--- src/rtl/shs_pkg.sv ---
package shs_pkg;

  localparam int HASH_W     = 32;
  localparam int BYTE_W     = 8;
  localparam int STEP_SHIFT = 5;
  localparam int MIX_SHL    = 5;
  localparam int MIX_SHR    = 2;

  // Job tag that travels from the front through the queue to the back
  typedef struct packed {
    logic overflow;
    logic bank;
  } job_flags_t;

  typedef enum logic [2:0] {
    S_IDLE   = 3'b001,
    S_ISSUE  = 3'b010,
    S_UPDATE = 3'b100
  } back_state_t;

  // One hash round: h ^ ((h << 5) + (h >> 2) + b)
  function automatic logic [HASH_W-1:0] mix(input logic [HASH_W-1:0] h,
                                            input logic [BYTE_W-1:0] b);
    logic [HASH_W-1:0] sum;
    sum = (h << MIX_SHL) + (h >> MIX_SHR) + {{(HASH_W-BYTE_W){1'b0}}, b};
    return h ^ sum;
  endfunction

endpackage

--- src/rtl/shs_queue.sv ---
module shs_queue #(
  parameter int LEN_W = 11
) (
  input  logic                clk,
  input  logic                rst_n,
  input  logic                push,
  input  logic [LEN_W-1:0]    push_len,
  input  shs_pkg::job_flags_t push_flags,
  input  logic                pop,
  output logic                head_valid,
  output logic [LEN_W-1:0]    head_len,
  output shs_pkg::job_flags_t head_flags
);

  localparam int DEPTH = 2;

  logic [LEN_W-1:0]    len_q   [DEPTH];
  shs_pkg::job_flags_t flags_q [DEPTH];
  logic                wr_ptr_r, wr_ptr_nxt;
  logic                rd_ptr_r, rd_ptr_nxt;
  logic [1:0]          count_r, count_nxt;

  assign head_valid = (count_r != 2'd0);
  assign head_len   = len_q[rd_ptr_r];
  assign head_flags = flags_q[rd_ptr_r];

  // Advance pointers and occupancy
  always_comb begin
    wr_ptr_nxt = push ? !wr_ptr_r : wr_ptr_r;
    rd_ptr_nxt = pop ? !rd_ptr_r : rd_ptr_r;
    count_nxt  = count_r + {1'b0, push} - {1'b0, pop};
  end

  always_ff @(posedge clk) begin
    if (!rst_n) begin
      wr_ptr_r <= 1'b0;
      rd_ptr_r <= 1'b0;
      count_r  <= 2'd0;
    end else begin
      wr_ptr_r <= wr_ptr_nxt;
      rd_ptr_r <= rd_ptr_nxt;
      count_r  <= count_nxt;
    end
  end

  // Entry payload, no reset
  always_ff @(posedge clk) begin
    if (push) begin
      len_q[wr_ptr_r]   <= push_len;
      flags_q[wr_ptr_r] <= push_flags;
    end
  end

endmodule

--- config.mk ---
export PLATFORM = sky130hd
export DESIGN_NAME = shs_queue
export DESIGN_NICKNAME = d
export VERILOG_FILES = /design/src/rtl/shs_pkg.sv /design/src/rtl/shs_queue.sv
export SDC_FILE = /design/constraint.sdc
export NUM_CORES = 1
export LEC_CHECK = 0
export BUFFER_PORTS_ARGS = -buffer_cell sky130_fd_sc_hd__buf_2
export CORE_MARGIN = 5
export CORE_UTILIZATION = 54
export CTS_CLUSTER_DIAMETER = 200
export DETAILED_ROUTE_END_ITERATION = 10
export HOLD_SLACK_MARGIN = 0.02
export PLACE_DENSITY_LB_ADDON = 0.05
export SYNTH_ARGS = -nofsm -noshare
export SYNTH_HDL_FRONTEND = slang
export SYNTH_SLANG_ARGS = --single-unit
--- constraint.sdc ---
create_clock -name clk -period 3.9 [get_ports clk]
set_clock_uncertainty 0.05 [all_clocks]
set_input_delay 0.585 -clock clk [delete_from_list [all_inputs] [get_ports clk]]
set_output_delay 0.585 -clock clk [all_outputs]
set_load 0.02 [all_outputs]
==> flow_summary_export.csv <==
group,metric,value,unit
outcome,outcome,"complete, no violations",
synthesis,syn_area,1197,um^2
synthesis,synth.area.top_cells,"edfxtp_1 65%, mux2_4 13%, dfxtp_1 8.4%",
cts,clockBufferDepth,2,
synthesis,synth-main-ff-cell,"edfxtp_1",
global_route,globalRouteMet3Util,5.430,%
route,wire_per_inst,12.21,um
layout,layout.nets,116,
worst_setup_path,path_buf_inv,1,
cts,clk_pin_slew,80,ps
global_route,overflow,0,
worst_setup_path,endpoint_kind,"output pin",
worst_setup_path,worstPathMaxFanout,13,
placed_design,preCtsSetupSlack,1892,ps
sta,fin_setup_tns,0,ps
route,via_count,599,
sta,fmax,434.8,MHz
route,drt_iter0_markers,7,
global_route,met1_usage,9.347,%
layout,fin_area,1428,um^2
global_route,use_met2,20.07,%
cts,cts_htree_levels,2,
global_route,grt_pass1_vias,662,
sta,fin_crit_sh,58.97,%
die,fp-row-count,17,
synthesis,synth.most_common_cell,"edfxtp_1",
worst_setup_path,r2r_slack,2620,ps
sta,rsz0062_at_grt,"no",
worst_setup_path,r2r-end,"len_q[1][8]$_DFFE_PP_",
sta,fin_crit,2300,ps
die,io_pins,31,
synthesis,synth.largest_area_cell,"edfxtp_1",
cts,cts_buffers,5,
power_and_ir_drop,leakage,0.5875,nW
worst_setup_path,critPathRequiredTime,3260,ps
synthesis,yosysTopAreaCellShare,65.20,%
sta,finalHoldViolations,0,
worst_setup_path,critPathLaunchType,"flip-flop",
worst_setup_path,slowest_stage,"dfxtp_1",
sta,finalWorstSetupSlack,1600,ps
die,die_h,57.09,um
cts,cts_setup_buffers,0,
global_route,grt_util_all_layers,10.89,%
worst_setup_path,crit_family,"flip-flops",
min_path,hp-start,"push_flags[1]",
cts,root_buffer,"clkbuf_4",
placed_design,dp_hpwl,1133,um
cts,clock-sinks,31,
cts,worstSkewPairLatency,300,ps
power_and_ir_drop,ir_worst_vdd,0.3200,mV
layout,area_delta_synth_final,19.23,%
route,final_antenna_net_count,0,
sta,drv_slew,0,
synthesis,synth_edf_count,26,
cts,hold_buffers,0,
placed_design,gp_congestion,0.5941,
synthesis,ys_ff_latch,31,
placed_design,io_buffers,30,
worst_setup_path,rr_startpoint,"wr_ptr_r$_SDFFE_PN0P_",
route,vias_per_cell,4.754,
sta,relSlewSlack,51.35,%
synthesis,async_flop_share,0,%
layout,drive_gt1_share,51.02,%
global_route,grt_pass1_wl,2546,um
worst_setup_path,cpPeakStageDelay,800,ps
route,dr.pass1.iters,3,
sta,setup_violations,0,
layout,antennaDiodeCount,0,
die,core,2170,um^2
power_and_ir_drop,cellPowerDensity,457.3,nW/um^2
worst_setup_path,crit_type,"flip-flop to output pin",
worst_setup_path,rr_worst_depth,1,
die,die_area,3259,um^2
synthesis,synth_cell_types,13,
global_route,antenna_found_initial,0,
cts,cts_resized,0,
job,drv_cap,0,
die,initial_utilization,55.19,%
synthesis,ys.warnings.count,0,
global_route,grt_start_max_net_pins,15,
worst_setup_path,cp.arrival,1660,ps
min_path,whs_endpoint,"flags_q[0][1]$_DFFE_PP_",
cts,cts_tree,"built",
sta,worst_pin_slew,728.7,ps
worst_setup_path,path_cells,"mux2_2, buf_2",
min_path,hp-class,"input port to flip-flop",
synthesis,synth_area_per_cell,19.96,um^2
die,die_x,57.09,um
synthesis,synth.net_count,79,
placed_design,placed_cell_area,1379,um^2
synthesis,synthCells,60,
synthesis,synth_common_cells,"26 x edfxtp_1, 10 x mux2_4, 5 x dfxtp_1",
min_path,hold_depth,1,
route,drc_errors,0,
route,routed_wl,1538,um
synthesis,ys_seq_area_share,73.56,%
global_route,grt_most_used_layer,"met2",
-- cell families after synthesis --
family	count (synthesis)	synth area share (%)
flip-flops	31	73.56
buffers and inverters	3	1.568
XOR/XNOR	2	2.612
multiplexers	13	15.36
adder cells (fa/ha/maj)	2	2.090
AND/OR/NAND/NOR	8	4.180
AO/OA/AOI/OAI	1	0.6272
-- final cells by class --
type / count / area (um^2)
tap: 28 / 35.03
fill: 165 / 742.0
clock inverter: 2 / 7.507
multi-input combinational: 26 / 297.8
clock buffer: 6 / 41.29
timing repair buffer: 31 / 157.7
sequential: 31 / 880.8
inverter: 2 / 7.507
-- worst max-delay path by stage --
stage | cells after the start | startpoint | to | slack [ps]
3_3_place_gp | 2 | flip-flop | head_flags[1] | 1900
3_5_place_dp | 2 | flip-flop | head_len[0] | 1890
6_report | 2 | flip-flop | head_len[0] | 1600
5_1_grt | 2 | flip-flop | head_len[10] | 1500
2_1_floorplan | 1 | push | flags_q[0][0]$_DFFE_PP_ | 2210
4_1_cts | 2 | flip-flop | head_len[0] | 1550
-- placed cells by master, fill, tap and decap left out --
cell type,n
xnor3_1,1
o21a_1,1
clkbuf_1,1
inv_1,2
clkbuf_4,5
mux2_4,10
ha_1,2
mux2_2,3
buf_4,1
xor2_1,1
nor2b_1,3
clkinv_1,2
and2_1,4
dfxtp_1,5
buf_2,30
or2_2,1
edfxtp_1,26
-- metrics by stage --
step / util (%) / hold slack (ps) / std cells / power, W
final: 65.80 / 418.0 / 126 / 0.0006529
after global routing: 65.80 / 381.7 / 126 / 0.0006976
after CTS: 65.80 / 404.0 / 126 / 0.0006625
after detailed placement: 63.55 / 523.7 / 118 / 0.0005088
after global placement: 63.55 / 519.4 / 118 / 0.0005053
after floorplan: - / 504.6 / 60 / 0.0004759
-- registers in the layout, indices dropped and copies added, names as in the netlist, named ones only --
register  count
count_r       2
len_q        22
wr_ptr_r      1
rd_ptr_r      1
flags_q       4
-- power by group --
part / internal, W / leakage, nW / switching [W]
clock network: 0.0000666 / 0.0273 / 0.0000881
logic: 0.0000557 / 0.275 / 0.0000480
registers: 0.000382 / 0.286 / 0.0000128
total: 0.000504 / 0.587 / 0.000149
-- layer usage --
metal	part of all wire [%]	vias to the layer above
li1	-	295
met1	34	278
met2	55	21
met3	8.8	5
met4	2.3	0
met5	0	-
(Power assumes the default switching activity.)
