$ cat src/rtl/shs_pkg.sv
package shs_pkg;

  localparam int HASH_W     = 32;
  localparam int BYTE_W     = 8;
  localparam int STEP_SHIFT = 5;
  localparam int MIX_SHL    = 5;
  localparam int MIX_SHR    = 2;

  // Job tag that travels from the front through the queue to the back
  typedef struct packed {
    logic overflow;
    logic bank;
  } job_flags_t;

  typedef enum logic [2:0] {
    S_IDLE   = 3'b001,
    S_ISSUE  = 3'b010,
    S_UPDATE = 3'b100
  } back_state_t;

  // One hash round: h ^ ((h << 5) + (h >> 2) + b)
  function automatic logic [HASH_W-1:0] mix(input logic [HASH_W-1:0] h,
                                            input logic [BYTE_W-1:0] b);
    logic [HASH_W-1:0] sum;
    sum = (h << MIX_SHL) + (h >> MIX_SHR) + {{(HASH_W-BYTE_W){1'b0}}, b};
    return h ^ sum;
  endfunction

endpackage

$ cat src/rtl/shs_front.sv
module shs_front #(
  parameter int MAX_LEN = 1024,
  parameter int LEN_W   = 11,
  parameter int AW      = 10
) (
  input  logic                       clk,
  input  logic                       rst_n,
  input  logic                       start,
  input  logic                       busy,
  input  logic [7:0]                 in_data_byte,
  input  logic                       in_has_byte,
  input  logic                       in_last_byte,
  output logic                       wr_en,
  output logic [AW:0]                wr_addr,
  output logic [7:0]                 wr_data,
  output logic                       push,
  output logic [LEN_W-1:0]           push_len,
  output shs_pkg::job_flags_t        push_flags
);

  logic             accept;
  logic             full;
  logic [LEN_W-1:0] fill_r, fill_nxt;
  logic             ovf_r, ovf_nxt;
  logic             bank_r, bank_nxt;
  logic [LEN_W-1:0] len_now;
  logic             ovf_now;

  assign accept = start && !busy;
  assign full   = (fill_r == LEN_W'(MAX_LEN));

  // Store the byte while there is room, else flag the overflow
  assign wr_en   = accept && in_has_byte && !full;
  assign wr_addr = {bank_r, fill_r[AW-1:0]};
  assign wr_data = in_data_byte;

  assign len_now = wr_en ? fill_r + LEN_W'(1) : fill_r;
  assign ovf_now = ovf_r || (accept && in_has_byte && full);

  // Hand a finished string to the back and switch banks
  assign push                = accept && in_last_byte;
  assign push_len            = len_now;
  assign push_flags.overflow = ovf_now;
  assign push_flags.bank     = bank_r;

  always_comb begin
    fill_nxt = fill_r;
    ovf_nxt  = ovf_r;
    bank_nxt = bank_r;
    if (push) begin
      fill_nxt = '0;
      ovf_nxt  = 1'b0;
      bank_nxt = !bank_r;
    end else if (accept) begin
      fill_nxt = len_now;
      ovf_nxt  = ovf_now;
    end
  end

  always_ff @(posedge clk) begin
    if (!rst_n) begin
      fill_r <= '0;
      ovf_r  <= 1'b0;
      bank_r <= 1'b0;
    end else begin
      fill_r <= fill_nxt;
      ovf_r  <= ovf_nxt;
      bank_r <= bank_nxt;
    end
  end

endmodule

$ cat config.mk
export PLATFORM = sky130hd
export DESIGN_NAME = shs_front
export DESIGN_NICKNAME = d
export VERILOG_FILES = /design/src/rtl/shs_pkg.sv /design/src/rtl/shs_front.sv
export SDC_FILE = /design/constraint.sdc
export NUM_CORES = 1
export LEC_CHECK = 0
export ABC_AREA = 0
export BUFFER_PORTS_ARGS = -buffer_cell sky130_fd_sc_hd__buf_2
export CORE_ASPECT_RATIO = 0.7
export CORE_MARGIN = 2
export CORE_UTILIZATION = 25
export CTS_BUF_LIST = sky130_fd_sc_hd__clkbuf_2
export DETAILED_ROUTE_END_ITERATION = 10
export SKIP_CTS_REPAIR_TIMING = 1
export SLEW_MARGIN = 20
export SYNTH_ARGS = -nofsm -noshare
export SYNTH_HDL_FRONTEND = slang
export SYNTH_SLANG_ARGS = --single-unit
$ cat constraint.sdc
create_clock -name clk -period 1.7 [get_ports clk]
set_clock_uncertainty 0.2 [all_clocks]
set_input_delay 0.085 -clock clk [delete_from_list [all_inputs] [get_ports clk]]
set_output_delay 0.085 -clock clk [all_outputs]
set_load 0.05 [all_outputs]
==> results_dict.tcl <==
set metrics [dict create \
    timing.final.crit_period_ns 2.06 \
    drtAntennaViolNets 0 \
    netlist.area_leader.share_pct 29.8 \
    cts-buffers-inserted 3 \
    detailedRoute.firstIterationViolations 37 \
    startpoint "fill_r[0]" \
    power.combinational.fraction_pct 25.1 \
    cellLeakagePower_nw 0.761 \
    syn_inst 99 \
    max_slew_headroom_pct 66.0 \
    drt_pass1_iterations 4 \
    setup_viol 15 \
    die_width_um 74.6 \
    ir_drop_mv 0.281 \
    report.final.slew_viol_count 0 \
    design.die.area_um2 3980 \
    critPathRequiredTime_ns 1.41 \
    final_util_pct 50.3 \
    yosys_most_used_dff "sky130_fd_sc_hd__dfxtp_1" \
    r2r-start "fill_r[0]" \
    via_count 882 \
    critical_path.top_delay_family "simple AND/OR/NAND/NOR gates" \
    post_syn_area_per_cell_um2 8.81 \
    setup.worst_path.start_class "flop" \
    grt.busiest_layer "met2" \
    design.portCount 48 \
    power.clock.fraction_pct 27.6 \
    clock_sinks 13 \
    synth_common_cells "sky130_fd_sc_hd__buf_4 (21), sky130_fd_sc_hd__dfxtp_1 (13), sky130_fd_sc_hd__and2_1 (9), sky130_fd_sc_hd__nand2_1 (9)" \
    hold_violations 0 \
    clk_latency_ns 0.29 \
    synth_fp_nets 115 \
    placeable_core_region_um2 3230 \
    yosysMostFrequentCell "sky130_fd_sc_hd__buf_4" \
    path_cells "inv_6, ha_4, nor2b_4, and4_1, or3_4, nand2_4, buf_8" \
    failed_checks "negative setup slack" \
    place_worst_setup_slack_ns -0.143 \
    synth.distinct_cells 36 \
    crit_path_top_delay_cell "sky130_fd_sc_hd__dfxtp_4" \
    buffer_ports.inserted 31 \
    clock_pin_slew_on_the_worst_setup_and_hold_paths_ns 0.15 \
    post_synth_instance_area_um2 872 \
    clock_tree.htree_level_count 1 \
    antennaDiodeCount 0 \
    avg_vias_per_cell 4.39 \
    fin_setup_tns_ns -3.46 \
    syn_to_final_growth_pct 86.5 \
    met1_usage_in_global_routing_pct 17.6 \
    status "finished, violations left" \
    worst-slew-pin-transition_ns 0.508 \
    synthesis.yosys.warnings 0 \
    post_synth_main_area_contributors "sky130_fd_sc_hd__dfxtp_1 (30%), sky130_fd_sc_hd__buf_4 (18%), sky130_fd_sc_hd__and2_1 (6.5%)" \
    initial_cell_density_of_the_core_pct 27.0 \
    finalPower_mw 0.647 \
    grt-ovfl-total 0 \
    height_of_the_chip_um 53.4 \
    synth-seq-cells 13 \
    worst-path-max-fanout 4 \
    clock_path_buffers 2 \
    grt_pass1_vias 821 \
    num_rows 17 \
    power_density_nw_per_um2 398 \
    synth.largest_area_cell "sky130_fd_sc_hd__dfxtp_1" \
    crit_arrival_ns 1.77 \
    hold_path_startpoint "in_last_byte" \
    avgRoutedWirePerCell_um 12.6 \
    hold_class "in -> reg" \
    hpwl_after_detailed_placement_um 1980 \
    drive_above_1_share_pct 68.2 \
    maxClockFrequency_mhz 487 \
    cap_violations 0 \
    route.detailed.drc 0 \
    seqPwrFrac_pct 47.3 \
    critical_path.max_stage_delay_ns 0.40 \
    worst-setup-path-type "reg -> out" \
    fin_crit_sh_pct 121 \
    place.gp.congestion 0.874 \
    tritoncts "yes" \
    timing.hold.ws_ns 0.131 \
    design.final.nets 171 \
    final_critical_path_setup_slack_ns -0.355 \
    global_route.usage.met2_pct 20.2 \
    setup.worst_path.end_class "output pin" \
    synth_edf_count 0 \
    power.switching_fraction_pct 34.5 \
    rsz0062_at_grt "yes" \
    grt_use_total_pct 13.5 \
    postSynth.asyncResetShare_pct 0 \
    cp.buffers_inverters 2 \
    switching_power_mw 0.223 \
    root_buffer "sky130_fd_sc_hd__clkbuf_2" \
    initial_antenna_violation_count 0 \
    fraction_of_the_yosys_area_taken_by_sequential_cells_pct 29.8 \
    cell_internal_pwr_mw 0.424 \
    grtUsageMet3_pct 5.52 \
    grt_start_max_net_pins 9 \
    wirelength_um 2540 \
    wire_length_of_the_first_global_routing_pass_um 3870 \
]
worst register-to-register path: stages, from the launching register on:
cell and delay [ns]:
sky130_fd_sc_hd__dfxtp_4 0.40, sky130_fd_sc_hd__ha_2 0.20, sky130_fd_sc_hd__nand3_2 0.09, sky130_fd_sc_hd__or4_4 0.53
sky130_fd_sc_hd__buf_4 0.16, sky130_fd_sc_hd__a21oi_1 0.12
cells in the final DEF (no fill, tap or decap), types with 2 or more instances in the layout:
master / instances
sky130_fd_sc_hd__nand2_4: 2
sky130_fd_sc_hd__buf_6: 12
sky130_fd_sc_hd__xnor2_4: 3
sky130_fd_sc_hd__nand4_1: 2
sky130_fd_sc_hd__clkbuf_2: 4
sky130_fd_sc_hd__and2_1: 9
sky130_fd_sc_hd__a21oi_1: 3
sky130_fd_sc_hd__nor2_1: 2
sky130_fd_sc_hd__dfxtp_1: 6
sky130_fd_sc_hd__buf_8: 4
sky130_fd_sc_hd__buf_4: 29
sky130_fd_sc_hd__xor2_2: 3
sky130_fd_sc_hd__buf_2: 18
sky130_fd_sc_hd__dfxtp_2: 3
sky130_fd_sc_hd__or3_4: 3
sky130_fd_sc_hd__nand2_1: 6
sky130_fd_sc_hd__dfxtp_4: 4
sky130_fd_sc_hd__dlygate4sd3_1: 9
registers in the layout (all words and copies together) (netlist names):
| register | count |
|---|---|
| ovf_r | 1 |
| bank_r | 1 |
| fill_r | 11 |
layer usage:
| layer | share of wire [%] | wire [um] |
|---|---|---|
| met1 | 47 | 1190 |
| met2 | 44 | 1110 |
| met3 | 8.8 | 224 |
| met4 | 0.43 | 11 |
| met5 | 0 | 0 |
cell type report:
type,instances,area (um2)
repair buffers,73,601
fillers,306,1610
flip-flops and latches,13,279
inverters,2,15.0
clock buffers,4,20.0
multi-input cells,62,653
well taps,47,58.8
power groups by stage:
stage	clock network, mW	registers [mW]	logic [mW]
final	0.179	0.306	0.162
after global routing	0.198	0.307	0.170
after CTS	0.188	0.310	0.102
after detailed placement	0	0.316	0.102
after global placement	0	0.316	0.0999
after floorplan	0	0.316	0.122
path summary, 6_finish.rpt:
kind | endpoint | slack, ns | cells past startpoint
hold reg to reg | ovf_r | 0.38 | 2
hold / removal | bank_r | 0.13 | 4
setup reg to reg | fill_r[10] | -0.06 | 5
setup / recovery | push_len[2] | -0.36 | 7
through the flow:
step	cells	area, um2
CTS	189	1360
floorplan	99	1060
detailed placement	185	1340
finish	201	1630
global placement	185	1340
global route	201	1630
logic make-up (layout without fill, tap and decap cells):
family	after synthesis	count (layout)	synth area share, %
simple gates	43	43	31.9
buf+inv	24	79	19.4
flops	13	13	29.8
compound gates	8	8	6.74
xor+xnor	8	8	8.03
fa+ha+maj	2	2	2.87
mux	1	1	1.29
No activity file was read; power rests on OpenSTA's default activity.
