===== config.mk =====
export PLATFORM = sky130hd
export DESIGN_NAME = shs_back
export DESIGN_NICKNAME = d
export VERILOG_FILES = /design/src/rtl/shs_pkg.sv /design/src/rtl/shs_back.sv
export SDC_FILE = /design/constraint.sdc
export NUM_CORES = 1
export LEC_CHECK = 0
export BUFFER_PORTS_ARGS = -buffer_cell sky130_fd_sc_hd__buf_2
export CAP_MARGIN = 15
export CELL_PAD_IN_SITES_DETAIL_PLACEMENT = 1
export CELL_PAD_IN_SITES_GLOBAL_PLACEMENT = 1
export CORE_MARGIN = 5
export CORE_UTILIZATION = 25
export CTS_CLUSTER_SIZE = 30
export DETAILED_ROUTE_END_ITERATION = 10
export MAX_ROUTING_LAYER = met4
export PLACE_DENSITY_LB_ADDON = 0.1
export SYNTH_ARGS = -nofsm -noshare
export SYNTH_HDL_FRONTEND = slang
export SYNTH_SLANG_ARGS = --single-unit

===== constraint.sdc =====
create_clock -name clk -period 6.65 [get_ports clk]
set_input_delay 1.33 -clock clk [delete_from_list [all_inputs] [get_ports clk]]
set_output_delay 1.33 -clock clk [all_outputs]
set_load 0.1 [all_outputs]

===== src/rtl/shs_pkg.sv =====
package shs_pkg;

  localparam int HASH_W     = 32;
  localparam int BYTE_W     = 8;
  localparam int STEP_SHIFT = 5;
  localparam int MIX_SHL    = 5;
  localparam int MIX_SHR    = 2;

  // Job tag that travels from the front through the queue to the back
  typedef struct packed {
    logic overflow;
    logic bank;
  } job_flags_t;

  typedef enum logic [2:0] {
    S_IDLE   = 3'b001,
    S_ISSUE  = 3'b010,
    S_UPDATE = 3'b100
  } back_state_t;

  // One hash round: h ^ ((h << 5) + (h >> 2) + b)
  function automatic logic [HASH_W-1:0] mix(input logic [HASH_W-1:0] h,
                                            input logic [BYTE_W-1:0] b);
    logic [HASH_W-1:0] sum;
    sum = (h << MIX_SHL) + (h >> MIX_SHR) + {{(HASH_W-BYTE_W){1'b0}}, b};
    return h ^ sum;
  endfunction

endpackage


===== src/rtl/shs_back.sv =====
module shs_back #(
  parameter int LEN_W = 11,
  parameter int AW    = 10
) (
  input  logic                               clk,
  input  logic                               rst_n,
  input  logic                               q_valid,
  input  logic [LEN_W-1:0]                   q_len,
  input  shs_pkg::job_flags_t                q_flags,
  output logic                               pop,
  output logic [AW:0]                        rd_addr,
  input  logic [shs_pkg::BYTE_W-1:0]         rd_data,
  output logic                               done,
  output logic                               out_strobe,
  output logic [shs_pkg::HASH_W-1:0]         out_hash_value,
  output logic                               out_too_long
);

  shs_pkg::back_state_t           state_r, state_nxt;
  logic [shs_pkg::HASH_W-1:0]     h_r, h_nxt;
  logic [LEN_W-1:0]               step_r, step_nxt;
  logic [LEN_W-1:0]               pos_r, pos_nxt;
  logic                           bank_r, bank_nxt;
  logic [LEN_W-1:0]               pos_m1;
  logic                           emit;
  logic [shs_pkg::HASH_W-1:0]     emit_hash;
  logic                           emit_long;
  logic                           strobe_r;
  logic [shs_pkg::HASH_W-1:0]     hash_r;
  logic                           long_r;

  assign pos_m1  = pos_r - LEN_W'(1);
  assign rd_addr = {bank_r, pos_m1[AW-1:0]};

  // Walk the string backward, one sample per read and update pair; an overflowed string skips the walk with a zero hash
  always_comb begin
    state_nxt = state_r;
    h_nxt     = h_r;
    step_nxt  = step_r;
    pos_nxt   = pos_r;
    bank_nxt  = bank_r;
    pop       = 1'b0;
    emit      = 1'b0;
    emit_hash = h_r;
    emit_long = 1'b0;
    case (state_r)
      shs_pkg::S_IDLE: begin
        if (q_valid) begin
          pop = 1'b1;
          if (q_flags.overflow) begin
            emit      = 1'b1;
            emit_hash = '0;
            emit_long = 1'b1;
          end else begin
            h_nxt     = shs_pkg::HASH_W'(q_len);
            step_nxt  = (q_len >> shs_pkg::STEP_SHIFT) + LEN_W'(1);
            pos_nxt   = q_len;
            bank_nxt  = q_flags.bank;
            state_nxt = shs_pkg::S_ISSUE;
          end
        end
      end
      shs_pkg::S_ISSUE: begin
        if (pos_r >= step_r) begin
          pos_nxt   = pos_r - step_r;
          state_nxt = shs_pkg::S_UPDATE;
        end else begin
          emit      = 1'b1;
          state_nxt = shs_pkg::S_IDLE;
        end
      end
      shs_pkg::S_UPDATE: begin
        h_nxt     = shs_pkg::mix(h_r, rd_data);
        state_nxt = shs_pkg::S_ISSUE;
      end
      default: begin
        state_nxt = shs_pkg::S_IDLE;
      end
    endcase
  end

  assign done = emit;

  always_ff @(posedge clk) begin
    if (!rst_n) begin
      state_r  <= shs_pkg::S_IDLE;
      strobe_r <= 1'b0;
    end else begin
      state_r  <= state_nxt;
      strobe_r <= emit;
    end
  end

  // Walk registers and held result
  always_ff @(posedge clk) begin
    h_r    <= h_nxt;
    step_r <= step_nxt;
    pos_r  <= pos_nxt;
    bank_r <= bank_nxt;
    if (emit) begin
      hash_r <= emit_hash;
      long_r <= emit_long;
    end
  end

  assign out_strobe     = strobe_r;
  assign out_hash_value = hash_r;
  assign out_too_long   = long_r;

endmodule


==> run_results.csv, run 1 <==
group,metric,value,unit
clock_tree,post-cts-setup-buffer-count,0,
yosys,synth-seq-cells,88,
clock_tree,clkLatencyLatePin,350,ps
global_routing,grt_use_met1,18.3,%
yosys,ys_top_cells_by_area,"edfxtp_1, ha_1, xnor2_1",
final_layout,multiInputGateArea,0.00346,mm²
yosys,avgSynthCellArea,10.4,µm²
setup_path,critPathArrivalTime,2900,ps
final_layout,nNetsFinal,763,
clock_tree,clk_pin_slew,70,ps
floorplanning,die_y,169,µm
timing,worst_pin_slew,881,ps
timing,fin_crit,4230,ps
detailed_routing,dr.pass1.iters,4,
hold_path,holdPathStages,1,
setup_path,reg2regPathDepth,11,
yosys,synth_top_area_share,40.1,%
detailed_routing,route.final.wire_length,18900,µm
yosys,synth_warnings,0,
global_routing,gr-usage-all-layers,13.8,%
timing,whs,636,ps
setup_path,worstReg2RegStart,"h_r[7]",
placement,io_buffers,70,
setup_path,start_kind,"flop",
timing,fin_ws,2420,ps
detailed_routing,detail_route.wl_per_cell,18.8,µm
yosys,synth_common_cells,"edfxtp_1, ha_1, nand2_1",
global_routing,first_global_vias,5094,
yosys,yosys.cell_count.top_type,"edfxtp_1",
timing,max_slew_margin,41.1,%
detailed_routing,via_per_inst,4.73,
timing,max_freq,236,MHz
global_routing,grt_start_max_net_pins,36,
timing,finalSetupViolCount,0,
detailed_routing,via_count,4747,
yosys,synth.distinct_cells,62,
timing,hold_viol_final,0,
setup_path,cp-end-kind,"primary output",
floorplanning,die-area,0.0284,mm²
floorplanning,coreArea,0.0250,mm²
floorplanning,fp-row-count,58,
final_layout,diodes,0,
clock_tree,clkSinkCount,88,
detailed_routing,drc_errors,0,
placement,preCtsSetupSlack,2440,ps
yosys,synth-edff-count,84,
timing,fin_crit_sh,63.6,%
global_routing,top_usage_layer,"met2",
run,maxCapViolCount,0,
detailed_routing,antenna_left,0,
yosys,synth_async_sr_flop_share,0,%
status,outcome,"finished, final reports clean",
final_layout,n_fill_cell,2848,
timing,tns,0,ps
yosys,ys_seq_area_share,41.4,%
clock_tree,ctsHoldBuffers,0,
power_and_ir_drop,p_leak,0.00295,µW
yosys,synthesis.nets,700,
placement,dp_hpwl,14400,µm
setup_path,crit_required,5320,ps
hold_path,hold_class,"reg2reg",
final_layout,regArea,0.00260,mm²
global_routing,grt_antenna_before_repair,0,
global_routing,grt_first_pass_wirelength,29800,µm
timing,rsz0062_at_grt,"false",
setup_path,reg2reg_to,"h_r[26]",
floorplanning,die_w,169,µm
clock_tree,cts_resized,0,
floorplanning,pin_count,71,
setup_path,endpoint,"done",
global_routing,grt-ovfl-total,0,
final_layout,drive_above_1_share,15.6,%
timing,slew_viol_final,0,
placement,place.gp.congestion,0.808,
setup_path,worstSetupPathType,"reg2out",
yosys,synth_top_cell_by_area,"edfxtp_1",
yosys,netlist_instances,605,
timing,fin_skew,7.29,ps
detailed_routing,drtIter0Drc,186,
setup_path,crit_start,"pos_r[1]",
global_routing,use_met3,2.38,%
global_routing,gr-usage-met2,22.3,%
yosys,syn_area,0.00629,mm²
setup_path,worst-path-max-fanout,5,
clock_tree,cts_root_buf,"clkbuf_16",
floorplanning,start_util,25.2,%
setup_path,reg2reg_slack,3370,ps
clock_tree,htreeDepth,3,
clock_tree,clk_path_buf_depth,2,
power_and_ir_drop,irDropWorstVdd,0.132,mV
power_and_ir_drop,power.density,230,mW/mm²
clock_tree,cts_buffers,9,
final_layout,syn_to_final_growth,16.1,%
yosys,synth_flop_cell,"edfxtp_1",
clock_tree,cts_tree,"yes",
-- layout by cell type, fill, tap and decap left out, drive strengths merged, types with 3 or more instances in the layout --
cell / Yosys / final
bufinv: 0 / 3
o21ai: 38 / 38
nor2b: 6 / 6
or3: 3 / 3
dfxtp: 4 / 4
o211ai: 4 / 4
fa: 5 / 5
a21o: 12 / 12
nor3: 7 / 7
nand2b: 8 / 8
o21a: 5 / 5
xnor2: 50 / 50
edfxtp: 84 / 84
o21bai: 5 / 5
ha: 66 / 66
nor4: 3 / 3
a31oi: 10 / 10
a211oi: 4 / 4
and3: 4 / 4
inv: 26 / 26
clkbuf: 19 / 11
a21oi: 36 / 36
nand3: 12 / 12
nor2: 37 / 37
or4: 3 / 3
nand4: 10 / 10
buf: 2 / 74
mux2i: 4 / 4
nand2: 52 / 52
xor2: 24 / 24
and2: 34 / 34
-- worst min path at each step --
stage                     startpoint                 end  slack, ps
after floorplan              h_r[31]  out_hash_value[31]        580
after global placement       h_r[29]  out_hash_value[29]        640
after detailed placement     h_r[31]  out_hash_value[31]        630
after CTS                    h_r[31]  out_hash_value[31]        650
after global routing         h_r[31]  out_hash_value[31]        660
final                        h_r[29]  out_hash_value[29]        640
-- routing by layer --
metal	part of all wire [%]	wire length (µm)
met1	50	9400
met2	47	8820
met3	2.2	423
met4	1.3	243
met5	0	0
-- where the power goes --
group | switching, µW | total, µW | leakage [µW] | internal [µW]
Clock | 233 | 603 | 0.000164 | 370
Sequential | 22.1 | 658 | 0.000827 | 636
Combinational | 288 | 421 | 0.00196 | 133
-- registers in the layout, indices dropped and copies added (netlist names) --
| name | flops |
|---|---|
| bank_r | 1 |
| h_r | 32 |
| out_hash_value | 32 |
| out_strobe | 1 |
| out_too_long | 1 |
| pos_r | 11 |
| state_r | 3 |
| step_r | 7 |
-- worst max-delay path, stage by stage (launching register included) --
cell,delay (ps)
edfxtp_1,490
ha_1,330
nor2b_1,140
o21a_1,170
o21ai_0,270
a21oi_1,170
a2111o_1,380
o21ai_4,160
buf_2,450
-- per-stage QoR --
stage	cells	utilization, %	instance area (µm²)	total power, µW
after floorplan	605	-	6300	1000
after global placement	986	27.8	6940	1090
after detailed placement	986	27.8	6940	1090
after CTS	1002	29.2	7280	1710
after global routing	1003	29.3	7300	1770
final	1003	29.3	7300	1680
-- layout make-up --
cell class	instances	area share, %
multi-input combinational	469	47.3
sequential	88	35.6
tap	330	5.65
timing repair buffer	74	5.38
clock buffer	11	3.19
clock inverter	5	1.47
inverter	26	1.34
-- kinds of logic (layout without fill, tap and decap cells) --
family | count (synthesis) | in the layout | synth area share, %
AOI/OAI and AO/OA | 131 | 131 | 13.6
adders and majority gates | 71 | 71 | 14.7
buffers and inverters | 48 | 116 | 4.06
muxes | 5 | 5 | 0.815
xor gates and xnor gates | 74 | 74 | 10.3
DFF | 88 | 88 | 41.4
and+or+nand+nor | 188 | 188 | 15.1
(Power assumes the default switching activity.)
==> run 2: changes to the inputs <==
- clock period: 6.65 -> 3.41 ns (I/O delays scaled with it)
==> run 2 against run 1 <==
Sequential cell count did not move. Setup slack worse by 2400 ps. Critical path depth rose by 1. Count of clock-buffer cells in the layout shrank 1. Via count grew 1.8%. Sequential share of layout area down 0.97 points. Combinational power grew 110%. Clock skew rose by 5.2 ps. Largest power group unchanged. Highest routed layer unchanged.
==> run_results.csv, run 2 (same netlist as run 1, synthesis figures left out) <==
group,metric,value,unit
detailed_routing,route.final.wire_length,19000,µm
floorplanning,fp-row-count,58,
detailed_routing,drtIter0Drc,195,
global_routing,first_global_vias,5307,
final_layout,layout_commonest_cell,"edfxtp_1",
setup_path,reg2reg_slack,200,ps
final_layout,fin_cells,1023,
setup_path,crit_chain,"inv_2 -> ha_4 -> nor2b_4 -> o21a_1 -> o21ai_2 -> a21oi_2 -> a2111o_1 -> o21ai_4 -> buf_12",
timing,hold_viol_final,0,
setup_path,start_kind,"flop",
floorplanning,coreArea,0.0250,mm²
hold_path,hold_class,"in2reg",
run,maxCapViolCount,0,
final_layout,layout_common_cells,"edfxtp_1, buf_2, ha_1",
timing,fin_crit_sh,98.1,%
detailed_routing,detail_route.wl_per_cell,18.6,µm
timing,slew_viol_final,0,
clock_tree,cts_root_buf,"clkbuf_16",
status,outcome,"finished, final reports clean",
detailed_routing,dr.pass1.iters,4,
setup_path,crit_required,2730,ps
clock_tree,clkSinkCount,88,
setup_path,reg2regPathDepth,10,
final_layout,nNetsFinal,783,
floorplanning,die_w,169,µm
placement,io_buffers,70,
final_layout,syn_to_final_growth,19.4,%
setup_path,crit_family,"compound AO/OA/AOI/OAI gates",
final_layout,drive_above_1_share,20.1,%
floorplanning,die_y,169,µm
global_routing,grt_start_max_net_pins,35,
placement,place.gp.congestion,0.827,
setup_path,worst-path-max-fanout,3,
clock_tree,clk_path_buf_depth,2,
clock_tree,cts_buffers,9,
floorplanning,pin_count,71,
detailed_routing,via_per_inst,4.73,
hold_path,min_to,"bank_r",
detailed_routing,drc_errors,0,
hold_path,holdPathStages,1,
setup_path,worstSetupPathType,"reg2out",
timing,worst_pin_slew,1030,ps
timing,finalSetupViolCount,0,
clock_tree,clkLatencyLatePin,350,ps
power_and_ir_drop,p_total,3130,µW
global_routing,grt_first_pass_wirelength,30100,µm
global_routing,grt-ovfl-total,0,
setup_path,cp-end-kind,"primary output",
clock_tree,ctsHoldBuffers,0,
hold_path,min_from,"q_flags[0]",
global_routing,gr-usage-all-layers,13.9,%
setup_path,critPathBufInv,2,
setup_path,worstReg2RegStart,"h_r[4]",
detailed_routing,antenna_left,0,
timing,rsz0062_at_grt,"true",
setup_path,critPathArrivalTime,2660,ps
placement,dp_cells,1000,
global_routing,grt_antenna_before_repair,0,
floorplanning,die-area,0.0284,mm²
clock_tree,htreeDepth,3,
power_and_ir_drop,power.density,417,mW/mm²
timing,fin_crit,3340,ps
final_layout,diodes,0,
clock_tree,clk_pin_slew,80,ps
setup_path,reg2reg_to,"h_r[27]",
timing,whs,510,ps
detailed_routing,via_count,4834,
placement,dp_hpwl,14900,µm
timing,max_freq,299,MHz
setup_path,critPathMaxStageDelay,440,ps
power_and_ir_drop,p_leak,0.00306,µW
clock_tree,cts_tree,"yes",
timing,max_slew_margin,31.3,%
timing,fin_skew,12.5,ps
setup_path,worst_path_max_delay_cell,"edfxtp_1",
floorplanning,start_util,25.2,%
power_and_ir_drop,irDropWorstVdd,0.241,mV
==> run 2: cell count changes in the layout (fill, tap and decap cells not counted), moves of 3 or more <==
cell / previous run / this run
xnor2_1: 50 / 46
buf_4: 3 / 23
bufinv_16: 3 / 0
xnor2_2: 0 / 4
==> run 2: through the flow <==
step           utilization (%)  setup TNS, ps  setup slack [ps]  cell area [µm²]
5_1_grt                   30.1          -41.9             -26.4             7510
2_1_floorplan                -           -197              -197             6380
4_1_cts                   29.8              0              13.3             7430
3_3_place_gp              28.6           -182             -74.6             7150
6_report                  30.1              0              66.1             7510
3_5_place_dp              28.6           -554              -147             7150
==> run 2: how the worst max path moves through the flow <==
stage,startpoint,to,cells after the start
final,step_r[1],done,9
after global routing,step_r[1],done,9
after CTS,step_r[1],done,9
after detailed placement,rd_data[5],h_r[26],13
after global placement,rd_data[5],h_r[26],13
after floorplan,pos_r[0],done,5
==> run 2: layer usage <==
metal	up-vias	share of wire, %	track usage (%)
li1	2349	-	-
met1	2414	48	18.1
met2	58	48	23.2
met3	13	2.3	2.08
met4	0	0.77	2.86
met5	-	0	-
==> run 2: where the power goes <==
group	internal, µW	leakage [µW]	switching (µW)
Sequential	1240	0.000827	41.7
Clock	505	0.000134	483
Combinational	291	0.00210	574
Total	2030	0.00306	1100
==> run 2: repair_timing <==
item                                    in CTS  in global routing
endpoints found under the setup margin       1                  4
pin swaps                                    1                  6
resized for setup                            0                  7
buffers inserted                             0                  7
==> run 2: final cells by class <==
| cell class | instances | area, µm² |
|---|---|---|
| Fill cell | 2880 | 17500 |
| Multi-Input combinational cell | 469 | 3550 |
| Sequential cell | 88 | 2600 |
| Timing Repair Buffer | 94 | 561 |
| Tap cell | 330 | 413 |
| Clock buffer | 10 | 229 |
| Inverter | 26 | 101 |
| Clock inverter | 6 | 51.3 |
==> run 3: changes to the inputs <==
- CAP_MARGIN: 15 -> 20
- PLACE_DENSITY_LB_ADDON: 0.1 -> 0.3
==> run 3 against run 2 <==
Final cell count shrank 0.88%. Die area stayed put. Via count shrank 1.7%. Power is 1.7% higher. Hold slack improved by 9.8 ps. Sequential power hardly changed. Sequential share of layout area up 0.30 points. Non-clock buffer count down 9. Critical path type unchanged.
==> run_results.csv, run 3 (same netlist as run 1, synthesis figures left out) <==
group,metric,value,unit
status,outcome,"finished, final reports clean",
placement,dp_hpwl,13900,µm
global_routing,grt_first_pass_wirelength,28600,µm
global_routing,grt-ovfl-total,0,
detailed_routing,drtIter0Drc,218,
timing,fin_skew,10.0,ps
setup_path,crit_required,2730,ps
timing,max_slew_margin,57.4,%
global_routing,grt_start_max_net_pins,35,
timing,hold_viol_final,0,
hold_path,hold_class,"in2reg",
hold_path,min_to,"bank_r",
power_and_ir_drop,irDropWorstVdd,0.259,mV
clock_tree,clkSinkCount,88,
final_layout,drive_above_1_share,18.7,%
setup_path,start_kind,"flop",
final_layout,layout_common_cells,"edfxtp_1, buf_2, ha_1",
floorplanning,die_y,169,µm
setup_path,reg2regPathDepth,11,
global_routing,grt_antenna_before_repair,0,
timing,fin_crit,3230,ps
hold_path,holdPathStages,1,
final_layout,final_area,0.00745,mm²
final_layout,n_fill_cell,2897,
clock_tree,clk_path_buf_depth,2,
final_layout,layout_commonest_cell,"edfxtp_1",
power_and_ir_drop,power.density,428,mW/mm²
global_routing,gr-usage-all-layers,13.2,%
timing,whs,520,ps
timing,worst_pin_slew,639,ps
detailed_routing,route.final.wire_length,17800,µm
clock_tree,clkLatencyLatePin,360,ps
placement,dp_cells,997,
floorplanning,fp-row-count,58,
hold_path,min_from,"q_flags[0]",
placement,postPlaceCellArea,0.00711,mm²
floorplanning,die-area,0.0284,mm²
clock_tree,clk_pin_slew,70,ps
clock_tree,cts_buffers,9,
detailed_routing,dr.pass1.iters,4,
setup_path,reg2reg_slack,240,ps
setup_path,crit_chain,"ha_1 -> o21a_1 -> o21ai_0 -> a21oi_2 -> a2111o_1 -> o21ai_4 -> buf_12",
setup_path,reg2reg_to,"h_r[25]",
setup_path,worstSetupPathType,"reg2out",
final_layout,diodes,0,
placement,io_buffers,70,
setup_path,worst-path-max-fanout,5,
final_layout,fin_cells,1014,
timing,fin_crit_sh,94.7,%
final_layout,regArea,0.00260,mm²
placement,place.gp.congestion,0.817,
final_layout,syn_to_final_growth,18.4,%
floorplanning,coreArea,0.0250,mm²
timing,slew_viol_final,0,
detailed_routing,via_per_inst,4.69,
power_and_ir_drop,p_leak,0.00302,µW
run,maxCapViolCount,0,
clock_tree,cts_tree,"yes",
detailed_routing,drc_errors,0,
final_layout,multiInputGateArea,0.00354,mm²
timing,rsz0062_at_grt,"false",
floorplanning,start_util,25.2,%
detailed_routing,via_count,4752,
final_layout,nNetsFinal,774,
detailed_routing,detail_route.wl_per_cell,17.5,µm
setup_path,critPathMaxStageDelay,490,ps
detailed_routing,antenna_left,0,
clock_tree,cts_root_buf,"clkbuf_16",
timing,finalSetupViolCount,0,
floorplanning,die_w,169,µm
clock_tree,htreeDepth,3,
setup_path,critPathArrivalTime,2550,ps
setup_path,worstReg2RegStart,"h_r[7]",
setup_path,cp-end-kind,"primary output",
global_routing,first_global_vias,5126,
timing,max_freq,310,MHz
setup_path,worst_path_max_delay_cell,"edfxtp_1",
floorplanning,pin_count,71,
## run 3: per-layer routing
metal	part of all wire [%]	routed length [µm]	up-vias	global-route usage, %
met5	0	0	-	-
met4	1.2	210	0	3.85
met3	2.3	418	10	2.15
met2	49	8660	57	21.9
met1	48	8510	2348	16.8
li1	-	-	2337	-
## run 3: worst max path at each step
stage	from	endpoint	cells past startpoint
global route	h_r[7]	h_r[24]	12
detailed placement	rd_data[5]	h_r[30]	13
floorplan	pos_r[0]	done	5
finish	pos_r[4]	done	7
global placement	rd_data[5]	h_r[26]	13
CTS	pos_r[1]	done	8
## run 3: stage by stage
step / utilization, % / total power (µW) / setup slack (ps) / TNS (ps)
after floorplan: - / 1960 / -197 / -197
after global routing: 29.8 / 3350 / 18.2 / 0
final: 29.8 / 3190 / 182 / 0
after detailed placement: 28.5 / 2150 / -45.7 / -148
after CTS: 29.7 / 3230 / 72.1 / 0
after global placement: 28.5 / 2140 / 9.05 / 0
## run 3: timing repair
action	4_1_cts	5_1_grt
hold buffers	0	0
resized for setup	0	4
setup endpoints to repair	0	2
setup buffers	0	1
## run 3: layout make-up
cell class | instances | share of cell area [%]
Tap cell | 330 | 5.55
Clock inverter | 4 | 0.723
Sequential cell | 88 | 35.0
Inverter | 26 | 1.36
Clock buffer | 12 | 3.44
Timing Repair Buffer | 85 | 6.45
Multi-Input combinational cell | 469 | 47.5
## run 3: worst max-delay path: cells and delay by family (launching register included)
kind | cells | cell delay (ps)
adders and majority gates | 1 | 400
DFF | 1 | 490
AOI/OAI and AO/OA | 5 | 1070
buffers and inverters | 1 | 210
## run 3: power by group
group          switching [µW]  total, µW  internal, µW
clock                     451       1060           610
combinational             564        842           278
sequential               41.9       1280          1240
total                    1060       3190          2130
